### config.mk
export PLATFORM = sky130hd
export DESIGN_NAME = pulse_period_speed_meter_flat
export DESIGN_NICKNAME = d
export VERILOG_FILES = /design/src/hdl/ppsm_pkg.sv /design/src/hdl/ppsm_if.sv /design/src/hdl/ppsm_div.sv /design/src/hdl/ppsm_ring.sv /design/src/hdl/pulse_period_speed_meter.sv /design/src/flat_wrapper.sv
export SDC_FILE = /design/constraint.sdc
export NUM_CORES = 1
export LEC_CHECK = 0
export ABC_AREA = 0
export BUFFER_PORTS_ARGS = -buffer_cell sky130_fd_sc_hd__buf_2
export CAP_MARGIN = 20
export CORE_MARGIN = 5
export CORE_UTILIZATION = 55
export CTS_BUF_LIST = sky130_fd_sc_hd__clkbuf_4 sky130_fd_sc_hd__clkbuf_8
export CTS_CLUSTER_SIZE = 10
export DETAILED_ROUTE_END_ITERATION = 7
export PLACE_DENSITY = 0.69
export SLEW_MARGIN = 5
export SYNTH_ARGS = -nofsm -noshare
export SYNTH_HDL_FRONTEND = slang
export SYNTH_SLANG_ARGS = --single-unit
### constraint.sdc
create_clock -name clk -period 8.6 [get_ports clk]
set_input_delay 0.86 -clock clk [delete_from_list [all_inputs] [get_ports clk]]
set_output_delay 0.86 -clock clk [all_outputs]
set_load 0.02 [all_outputs]
### src/hdl/ppsm_pkg.sv
`default_nettype none

package ppsm_pkg;

	// Field widths
	localparam int unsigned TIME_W  = 32;
	localparam int unsigned PITCH_W = 10;
	localparam int unsigned SPEED_W = 27;

	// Speed scale: mm/us -> cm/s
	localparam logic [16:0] SPEED_SCALE = 17'd100000;

	// Smoothed interval when no interval is stored
	localparam logic [TIME_W-1:0] NO_INTERVAL = '1;

	// Pitch after reset
	localparam logic [PITCH_W-1:0] PITCH_RESET = PITCH_W'(10);

	// Action codes
	localparam logic ACT_SAMPLE = 1'b0;
	localparam logic ACT_CLEAR  = 1'b1;

	// Commands to the interval ring
	typedef struct packed {
		logic clear;
		logic push;
		logic rd_en;
	} ring_cmd_t;

endpackage

`default_nettype wire

### src/hdl/ppsm_if.sv
`default_nettype none

// Sample channel
interface ppsm_in_if;
	import ppsm_pkg::*;

	logic              valid;
	logic              ready;
	logic              action;
	logic              sensor_level;
	logic [TIME_W-1:0] now_us;

	modport source (output valid, action, sensor_level, now_us, input ready);
	modport sink   (input valid, action, sensor_level, now_us, output ready);
endinterface

// Result channel
interface ppsm_out_if;
	import ppsm_pkg::*;

	logic               valid;
	logic               ready;
	logic [SPEED_W-1:0] speed_cm_s;
	logic [TIME_W-1:0]  smoothed_interval_us;
	logic [TIME_W-1:0]  lines_counted;
	logic               edge_recorded;

	modport source (output valid, speed_cm_s, smoothed_interval_us, lines_counted,
		edge_recorded, input ready);
	modport sink   (input valid, speed_cm_s, smoothed_interval_us, lines_counted,
		edge_recorded, output ready);
endinterface

`default_nettype wire

### src/hdl/ppsm_div.sv
`default_nettype none

// Restoring divider, one quotient bit per cycle. The numerator is MSB
// aligned by the caller; len sets how many of its top bits are consumed.
module ppsm_div #(
	parameter int unsigned NUM_W = 35,
	parameter int unsigned DEN_W = 32,
	parameter int unsigned LEN_W = 6
) (
	input  wire logic             clk,
	input  wire logic             arst_n,
	input  wire logic             start,
	input  wire logic [NUM_W-1:0] num,
	input  wire logic [DEN_W-1:0] den,
	input  wire logic [LEN_W-1:0] len,
	output logic                  done,
	output logic [NUM_W-1:0]      quot
);

	logic [NUM_W-1:0] num_q;
	logic [NUM_W-1:0] quot_q;
	logic [DEN_W-1:0] den_q;
	logic [DEN_W-1:0] rem_q;
	logic [LEN_W-1:0] cnt_q;
	logic             busy_q;
	logic             done_q;

	logic [DEN_W:0]   trial;
	logic             fits;

	// Shift in next numerator bit and try the subtract
	always_comb begin
		trial = {rem_q, num_q[NUM_W-1]};
		fits  = (trial >= {1'b0, den_q});
	end

	// Control
	always_ff @(posedge clk or negedge arst_n) begin
		if (!arst_n) begin
			busy_q <= 1'b0;
			done_q <= 1'b0;
			cnt_q  <= '0;
		end else begin
			done_q <= 1'b0;
			if (start) begin
				busy_q <= 1'b1;
				cnt_q  <= len;
			end else if (busy_q) begin
				cnt_q <= cnt_q - LEN_W'(1);
				if (cnt_q == LEN_W'(1)) begin
					busy_q <= 1'b0;
					done_q <= 1'b1;
				end
			end
		end
	end

	// Datapath
	always_ff @(posedge clk) begin
		if (start) begin
			num_q  <= num;
			den_q  <= den;
			rem_q  <= '0;
			quot_q <= '0;
		end else if (busy_q) begin
			num_q  <= {num_q[NUM_W-2:0], 1'b0};
			quot_q <= {quot_q[NUM_W-2:0], fits};
			rem_q  <= fits ? DEN_W'(trial - {1'b0, den_q}) : trial[DEN_W-1:0];
		end
	end

	assign done = done_q;
	assign quot = quot_q;

endmodule

`default_nettype wire

### src/hdl/ppsm_ring.sv
`default_nettype none

// Ring of the most recent intervals: write pointer, saturating fill count
// and a one-port-read memory with registered read data.
module ppsm_ring #(
	parameter int unsigned WINDOW = 8,
	parameter int unsigned IDX_W  = 3,
	parameter int unsigned CNT_W  = 4
) (
	input  wire logic                          clk,
	input  wire logic                          arst_n,
	input  wire ppsm_pkg::ring_cmd_t           cmd,
	input  wire logic [ppsm_pkg::TIME_W-1:0]   wr_data,
	input  wire logic [IDX_W-1:0]              rd_addr,
	output logic [ppsm_pkg::TIME_W-1:0]        rd_data,
	output logic [CNT_W-1:0]                   fill
);
	import ppsm_pkg::*;

	logic [TIME_W-1:0] mem_q [WINDOW];
	logic [TIME_W-1:0] rd_data_q;
	logic [IDX_W-1:0]  head_q;
	logic [CNT_W-1:0]  fill_q;

	// Pointer and fill count
	always_ff @(posedge clk or negedge arst_n) begin
		if (!arst_n) begin
			head_q <= '0;
			fill_q <= '0;
		end else if (cmd.clear) begin
			head_q <= '0;
			fill_q <= '0;
		end else if (cmd.push) begin
			head_q <= (head_q == IDX_W'(WINDOW - 1)) ? '0 : head_q + IDX_W'(1);
			if (fill_q != CNT_W'(WINDOW)) begin
				fill_q <= fill_q + CNT_W'(1);
			end
		end
	end

	// Memory write
	always_ff @(posedge clk) begin
		if (cmd.push) begin
			mem_q[head_q] <= wr_data;
		end
	end

	// Memory read
	always_ff @(posedge clk) begin
		if (cmd.rd_en) begin
			rd_data_q <= mem_q[rd_addr];
		end
	end

	assign rd_data = rd_data_q;
	assign fill    = fill_q;

endmodule

`default_nettype wire

### src/hdl/pulse_period_speed_meter.sv
`default_nettype none

// Channel     Dir  Payload
// sample_ch   in   action, sensor_level, now_us
// result_ch   out  speed_cm_s, smoothed_interval_us, lines_counted, edge_recorded
// cfg_we/data in   line spacing in mm, written while idle
//
// Each item runs from accept to the next ready as a read pass over the
// stored intervals, then two runs of the shared bit-serial divider (mean,
// then speed). Both runs are skipped with an empty ring; the speed run is
// skipped on a zero or all-ones effective interval. Reset empties the ring
// and sets the pitch to 10.
// A finished result waits in the output register; sample_ch is ready
// whenever the sequencer is idle, even while that result is stalled.
module pulse_period_speed_meter #(
	parameter int unsigned WINDOW = 8
) (
	input  wire logic                           clk,
	input  wire logic                           arst_n,
	input  wire logic                           cfg_we,
	input  wire logic [ppsm_pkg::PITCH_W-1:0]   cfg_data,
	ppsm_in_if.sink                             sample_ch,
	ppsm_out_if.source                          result_ch
);
	import ppsm_pkg::*;

	localparam int unsigned IDX_W = (WINDOW > 1) ? $clog2(WINDOW) : 1;
	localparam int unsigned CNT_W = $clog2(WINDOW + 1);
	localparam int unsigned SUM_W = TIME_W + $clog2(WINDOW);
	localparam int unsigned LEN_W = $clog2(SUM_W + 1);

	typedef enum logic [2:0] {
		ST_IDLE,
		ST_SUM,
		ST_MEAN_DIV,
		ST_MEAN_WAIT,
		ST_EFF,
		ST_SPEED_WAIT,
		ST_DONE
	} state_t;

	state_t             state_q;
	logic [PITCH_W-1:0] pitch_q;
	logic               armed_q;
	logic [TIME_W-1:0]  last_edge_q;
	logic [TIME_W-1:0]  edge_total_q;
	logic [TIME_W-1:0]  now_q;
	logic               edge_q;
	logic [SPEED_W-1:0] prod_q;
	logic [SUM_W-1:0]   sum_q;
	logic [CNT_W-1:0]   cnt_q;
	logic               rd_vld_q;
	logic [TIME_W-1:0]  mean_q;
	logic [SPEED_W-1:0] speed_q;

	logic               out_vld_q;
	logic [SPEED_W-1:0] out_speed_q;
	logic [TIME_W-1:0]  out_mean_q;
	logic [TIME_W-1:0]  out_lines_q;
	logic               out_edge_q;

	ring_cmd_t          ring_cmd;
	logic [TIME_W-1:0]  ring_rd_data;
	logic [CNT_W-1:0]   ring_fill;
	logic [TIME_W-1:0]  interval;

	logic               accept;
	logic               is_edge;
	logic               sum_last;
	logic [TIME_W-1:0]  elapsed;
	logic [TIME_W-1:0]  eff;
	logic               eff_bad;

	logic               div_start;
	logic [SUM_W-1:0]   div_num;
	logic [TIME_W-1:0]  div_den;
	logic [LEN_W-1:0]   div_len;
	logic               div_done;
	logic [SUM_W-1:0]   div_quot;

	// Item decode
	always_comb begin
		accept   = (state_q == ST_IDLE) && sample_ch.valid;
		is_edge  = (sample_ch.action == ACT_SAMPLE) && sample_ch.sensor_level && !armed_q;
		interval = sample_ch.now_us - last_edge_q;
		sum_last = (cnt_q == ring_fill) && !rd_vld_q;
	end

	// Ring commands
	always_comb begin
		ring_cmd.clear = accept && (sample_ch.action == ACT_CLEAR);
		ring_cmd.push  = accept && is_edge;
		ring_cmd.rd_en = (state_q == ST_SUM) && (cnt_q != ring_fill);
	end

	// Effective interval: larger of mean and time since last edge
	always_comb begin
		elapsed = now_q - last_edge_q;
		eff     = (mean_q > elapsed) ? mean_q : elapsed;
		eff_bad = (eff == '0) || (eff == NO_INTERVAL);
	end

	// Divider operand select
	always_comb begin
		div_start = 1'b0;
		div_num   = sum_q;
		div_den   = TIME_W'(ring_fill);
		div_len   = LEN_W'(SUM_W);
		case (state_q)
			ST_MEAN_DIV: begin
				div_start = 1'b1;
			end
			ST_EFF: begin
				div_start = !eff_bad;
				div_num   = {prod_q, (SUM_W - SPEED_W)'(0)};
				div_den   = eff;
				div_len   = LEN_W'(SPEED_W);
			end
			default: begin
				div_start = 1'b0;
			end
		endcase
	end

	// Configuration register
	always_ff @(posedge clk or negedge arst_n) begin
		if (!arst_n) begin
			pitch_q <= PITCH_RESET;
		end else if (cfg_we) begin
			pitch_q <= cfg_data;
		end
	end

	// Sequencer, tracking state and output register
	always_ff @(posedge clk or negedge arst_n) begin
		if (!arst_n) begin
			state_q      <= ST_IDLE;
			armed_q      <= 1'b0;
			last_edge_q  <= '0;
			edge_total_q <= '0;
			rd_vld_q     <= 1'b0;
			out_vld_q    <= 1'b0;
		end else begin
			// output register: load a finished item, else drop on take
			if ((state_q == ST_DONE) && (!out_vld_q || result_ch.ready)) begin
				out_vld_q <= 1'b1;
			end else if (result_ch.ready) begin
				out_vld_q <= 1'b0;
			end
			case (state_q)
				ST_IDLE: begin
					if (accept) begin
						if (sample_ch.action == ACT_SAMPLE) begin
							if (!sample_ch.sensor_level) begin
								armed_q <= 1'b0;
							end else if (!armed_q) begin
								armed_q      <= 1'b1;
								last_edge_q  <= sample_ch.now_us;
								edge_total_q <= edge_total_q + TIME_W'(1);
							end
						end
						rd_vld_q <= 1'b0;
						state_q  <= ST_SUM;
					end
				end
				ST_SUM: begin
					rd_vld_q <= ring_cmd.rd_en;
					if (sum_last) begin
						state_q <= (ring_fill == '0) ? ST_DONE : ST_MEAN_DIV;
					end
				end
				ST_MEAN_DIV: begin
					state_q <= ST_MEAN_WAIT;
				end
				ST_MEAN_WAIT: begin
					if (div_done) begin
						state_q <= ST_EFF;
					end
				end
				ST_EFF: begin
					state_q <= eff_bad ? ST_DONE : ST_SPEED_WAIT;
				end
				ST_SPEED_WAIT: begin
					if (div_done) begin
						state_q <= ST_DONE;
					end
				end
				ST_DONE: begin
					if (!out_vld_q || result_ch.ready) begin
						state_q <= ST_IDLE;
					end
				end
				default: begin
					state_q <= ST_IDLE;
				end
			endcase
		end
	end

	// Per-item datapath
	always_ff @(posedge clk) begin
		case (state_q)
			ST_IDLE: begin
				if (accept) begin
					now_q   <= sample_ch.now_us;
					edge_q  <= is_edge;
					prod_q  <= SPEED_W'(SPEED_W'(pitch_q) * SPEED_W'(SPEED_SCALE));
					sum_q   <= '0;
					cnt_q   <= '0;
					mean_q  <= NO_INTERVAL;
					speed_q <= '0;
				end
			end
			ST_SUM: begin
				if (rd_vld_q) begin
					sum_q <= sum_q + SUM_W'(ring_rd_data);
				end
				if (ring_cmd.rd_en) begin
					cnt_q <= cnt_q + CNT_W'(1);
				end
			end
			ST_MEAN_WAIT: begin
				if (div_done) begin
					mean_q <= div_quot[TIME_W-1:0];
				end
			end
			ST_SPEED_WAIT: begin
				if (div_done) begin
					speed_q <= div_quot[SPEED_W-1:0];
				end
			end
			ST_DONE: begin
				if (!out_vld_q || result_ch.ready) begin
					out_speed_q <= speed_q;
					out_mean_q  <= mean_q;
					out_lines_q <= edge_total_q;
					out_edge_q  <= edge_q;
				end
			end
			default: begin
				speed_q <= speed_q;
			end
		endcase
	end

	ppsm_ring #(
		.WINDOW (WINDOW),
		.IDX_W  (IDX_W),
		.CNT_W  (CNT_W)
	) u_ring (
		.clk     (clk),
		.arst_n  (arst_n),
		.cmd     (ring_cmd),
		.wr_data (interval),
		.rd_addr (cnt_q[IDX_W-1:0]),
		.rd_data (ring_rd_data),
		.fill    (ring_fill)
	);

	ppsm_div #(
		.NUM_W (SUM_W),
		.DEN_W (TIME_W),
		.LEN_W (LEN_W)
	) u_div (
		.clk    (clk),
		.arst_n (arst_n),
		.start  (div_start),
		.num    (div_num),
		.den    (div_den),
		.len    (div_len),
		.done   (div_done),
		.quot   (div_quot)
	);

	// Channel outputs
	assign sample_ch.ready              = (state_q == ST_IDLE);
	assign result_ch.valid              = out_vld_q;
	assign result_ch.speed_cm_s         = out_speed_q;
	assign result_ch.smoothed_interval_us = out_mean_q;
	assign result_ch.lines_counted      = out_lines_q;
	assign result_ch.edge_recorded      = out_edge_q;

endmodule

`default_nettype wire
### src/flat_wrapper.sv
// flat-port wrapper written by rule: the top's interface ports become plain ports
module pulse_period_speed_meter_flat import ppsm_pkg::*;
#(
	parameter int unsigned WINDOW = 8
)
  (clk, arst_n, cfg_we, cfg_data, sample_ch_valid, sample_ch_action, sample_ch_sensor_level, sample_ch_now_us, sample_ch_ready, result_ch_valid, result_ch_speed_cm_s, result_ch_smoothed_interval_us, result_ch_lines_counted, result_ch_edge_recorded, result_ch_ready);
  ppsm_in_if sample_ch_i ();
  ppsm_out_if result_ch_i ();
  input  wire logic clk;
  input  wire logic arst_n;
  input  wire logic cfg_we;
  input  wire logic [ppsm_pkg::PITCH_W-1:0] cfg_data;
  input wire logic [$bits(sample_ch_i.valid)-1:0] sample_ch_valid;
  input wire logic [$bits(sample_ch_i.action)-1:0] sample_ch_action;
  input wire logic [$bits(sample_ch_i.sensor_level)-1:0] sample_ch_sensor_level;
  input wire logic [$bits(sample_ch_i.now_us)-1:0] sample_ch_now_us;
  output wire logic [$bits(sample_ch_i.ready)-1:0] sample_ch_ready;
  output wire logic [$bits(result_ch_i.valid)-1:0] result_ch_valid;
  output wire logic [$bits(result_ch_i.speed_cm_s)-1:0] result_ch_speed_cm_s;
  output wire logic [$bits(result_ch_i.smoothed_interval_us)-1:0] result_ch_smoothed_interval_us;
  output wire logic [$bits(result_ch_i.lines_counted)-1:0] result_ch_lines_counted;
  output wire logic [$bits(result_ch_i.edge_recorded)-1:0] result_ch_edge_recorded;
  input wire logic [$bits(result_ch_i.ready)-1:0] result_ch_ready;
  assign sample_ch_i.valid = sample_ch_valid;
  assign sample_ch_i.action = sample_ch_action;
  assign sample_ch_i.sensor_level = sample_ch_sensor_level;
  assign sample_ch_i.now_us = sample_ch_now_us;
  assign sample_ch_ready = sample_ch_i.ready;
  assign result_ch_valid = result_ch_i.valid;
  assign result_ch_speed_cm_s = result_ch_i.speed_cm_s;
  assign result_ch_smoothed_interval_us = result_ch_i.smoothed_interval_us;
  assign result_ch_lines_counted = result_ch_i.lines_counted;
  assign result_ch_edge_recorded = result_ch_i.edge_recorded;
  assign result_ch_i.ready = result_ch_ready;
  pulse_period_speed_meter #(.WINDOW(WINDOW)) u_core (.clk(clk), .arst_n(arst_n), .cfg_we(cfg_we), .cfg_data(cfg_data), .sample_ch(sample_ch_i), .result_ch(result_ch_i));
endmodule
==> results.yml <==
critical_path:
  r2r_start: "u_core.last_edge_q[4]"
  path_cells: "inv_1, ha_1, a21o_1, or3_1, o211ai_2, o21a_2, o211ai_2, a21oi_1, o21a_1, nor2b_1, xnor2_1, ha_1, nand4_1, nor4_1, a221oi_1, a31oi_1, o21ai_4, and3_1, a21oi_1, o211a_1, nor2_1, a22o_4, or3_1, buf_4"
  critPathKind: "register to register"
  critical_path_required_ns: 9.02
  worst_setup_path_start_kind: "register"
  cp_max_fo: 38
  critPathBufInv: 2
  crit_arrival_ns: 7.70
  r2r_slack_ns: 1.33
  worst_r2r_path_depth: 24
  crit_path_end_kind: "register"
  r2r-end: "u_core.u_div.num_q[20]"
  critical_path_depth: 24
  critPathMaxStageDelay_ns: 0.70
  slowest_stage: "o211a_1"
  cpLargestDelayFamily: "compound AO/OA/AOI/OAI gates"
global_route:
  grt_first_pass_wirelength_mm: 142.0
  grt_busiest_layer: "met2"
  grt_use_met3: 0.03715
  grt_max_degree: 79
  grtUsageMet2: 0.3771
  grt_util_all_layers: 0.2387
  grtUsageMet1: 0.3469
  grt_pass1_vias: 25200
  antenna_found_initial: 1
  grt-ovfl-total: 0
final_layout:
  fin_nets: 3624
  stdcell_count: 4355
  nFillCells: 5411
  syn_to_final_growth_pct: 11.08
  post-route-util: 0.6142
  layout_commonest_cell: "edfxtp_1"
  final_area_mm2: 0.04294
  final_cell_mix: "edfxtp_1, nand2_1, ha_1, nor2_1, inv_1"
  drive_above_1_share: 0.1719
placed_design:
  gp_congestion: 0.9085
  dp.cells: 4131
  numPortBuffers: 142
  dp_hpwl_mm: 63.49
  dp_slack_ns: 1.420
  postPlaceCellArea_mm2: 0.04044
floorplan:
  die_h_um: 275.1
  rows: 97
  start_util: 0.5530
  die_area_mm2: 0.07569
  core-area_mm2: 0.06991
  die_x_um: 275.1
  ioPinCount: 143
routing:
  drcViolationCount: 0
  routedWlPerCell_um: 20.84
  viasPerCell: 5.848
  first_pass_iters: 5
  drt_wl_total_mm: 90.78
  num_vias: 25470
  ant_nets: 0
  drtIter0Drc: 1973
timing:
  setup-tns-final_ns: 0
  timing.final.max_slew_violations: 0
  setup_violations: 0
  post-route-period-util: 0.8458
  hold_viol: 0
  worst_pin_slew_ns: 1.125
  fin_crit_ns: 7.274
  max_freq_ghz: 0.1375
  finClkSkew_ns: 0.04579
  rsz0062_at_grt: "false"
  relSlewSlack: 0.2401
  setup_ws_ns: 1.326
clock_tree:
  post_cts_buffers: 0
  cts.repair.resized: 0
  cts_tree: "done"
  clk_pin_slew_ns: 0.07
  cts_buffer_depth: 3
  cts_root_buffer: "clkbuf_8"
  insertion_delay_ns: 0.74
  cts_hold_buf: 0
  clock_sinks: 759
  cts_made_buffers: 119
  cts_max_level: 3
power_and_ir_drop:
  ir_drop_v: 0.0001529
  switching_share: 0.2422
  switchingPower_uw: 1920
  power_frac_seq: 0.505
  leakage_uw: 0.01736
  combPwrFrac: 0.103
  power.internal_uw: 6009
  p_clk_frac: 0.392
  powerDensity_mw_per_mm2: 184.7
logic_synthesis:
  synth_edf_count: 600
  ys_types: 85
  synth_top_area_frac: 0.4661
  synth_area_mm2: 0.03866
  async_reset_ff_frac: 0.1252
  yosysSeqAreaShare: 0.5608
  synthesis.nets: 3450
  ys.flop_type: "edfxtp_1"
  synth_top_cell_by_area: "edfxtp_1"
  postSynthAreaPerCell_um2: 12.31
  synth_top_cells_by_area: "edfxtp_1, ha_1, dfrtp_1"
  syn_inst: 3140
  ys_ff_latch: 759
  yosys_warnings: 0
job:
  max-cap-violations: 0
min_path:
  min_path_type: "input port to async pin"
status:
  status: "finished, final reports clean"
per-layer routing:
layer,vias up,share of wire
met5,-,0
met4,0,0.026
met3,152,0.059
met2,760,0.46
met1,12520,0.46
li1,12030,-
how the worst max path moves through the flow:
stage                             end              startpoint
2_1_floorplan   u_core.u_div.num_q[0]         u_core.now_q[0]
3_3_place_gp   u_core.u_div.num_q[17]         u_core.now_q[0]
3_5_place_dp   u_core.u_div.num_q[19]   u_core.last_edge_q[4]
4_1_cts        u_core.u_div.num_q[19]   u_core.last_edge_q[4]
5_1_grt        u_core.u_div.num_q[19]  u_core.last_edge_q[16]
6_report       u_core.u_div.num_q[20]   u_core.last_edge_q[4]
metrics by stage:
stage	total power, uW	hold slack [ns]
after detailed placement	4886	0.4045
after global placement	4876	0.4011
after global routing	8296	0.1059
after floorplan	4699	0.4003
final	7929	0.1053
after CTS	8012	0.05859
kinds of logic (layout without fill, tap and decap cells):
family / after synthesis / after routing / synth area share
AND/OR/NAND/NOR: 879 / 879 / 0.1103
other: 0 / 1 / 0
multiplexers: 162 / 162 / 0.06399
AO/OA/AOI/OAI: 600 / 600 / 0.1079
buffers and inverters: 315 / 589 / 0.03107
flip-flops: 759 / 759 / 0.5608
XOR/XNOR: 164 / 164 / 0.03716
adder cells (fa/ha/maj): 261 / 261 / 0.08875
power groups by stage:
stage / clock [uW] / combinational (uW) / sequential, uW
2_1_floorplan: 0 / 625 / 4070
3_3_place_gp: 0 / 798 / 4080
3_5_place_dp: 0 / 808 / 4080
4_1_cts: 3180 / 832 / 4000
5_1_grt: 3350 / 944 / 4000
6_report: 3110 / 815 / 4000
final cells by class:
cell class / instances / area (um2) / share of cell area
clock inverters: 59 / 465.4 / 0.01084
flip-flops and latches: 759 / 21680 / 0.5050
well taps: 940 / 1176 / 0.02739
diodes: 1 / 2.502 / 0.00005828
multi-input cells: 2066 / 15870 / 0.3696
repair buffers: 180 / 1051 / 0.02448
inverters: 188 / 705.7 / 0.01643
clock buffers: 162 / 1986 / 0.04624
cell usage after synthesis, types with 45 or more instances:
library cell,n
a21o_1,52
a21oi_1,140
and3_1,102
clkbuf_1,106
dfrtp_1,93
dfxtp_1,64
edfxtp_1,600
ha_1,239
inv_1,187
mux2i_1,57
mux4_2,64
nand2_1,269
nand3_1,52
nor2_1,198
nor3_1,77
o211ai_1,45
o21ai_0,129
xnor2_1,102
xor2_1,62
sequential cells by signal, summed over array words and instances (netlist names), 10 cells and up:
register and count:
u_core.u_ring.mem_q 256, u_core.last_edge_q 32, u_core.result_ch.lines_counted 32, u_core.prod_q 22
u_core.u_div.num_q 35, u_core.u_div.quot 32, u_core.sum_q 35, u_core.result_ch.smoothed_interval_us 32
u_core.u_ring.rd_data 32, u_core.now_q 32, u_core.mean_q 32, u_core.result_ch.speed_cm_s 27
u_core.pitch_q 10, u_core.u_div.rem_q 32, u_core.u_div.den_q 32, u_core.speed_q 27
u_core.edge_total_q 32
Note: power is estimated with default switching activity, not from simulation.
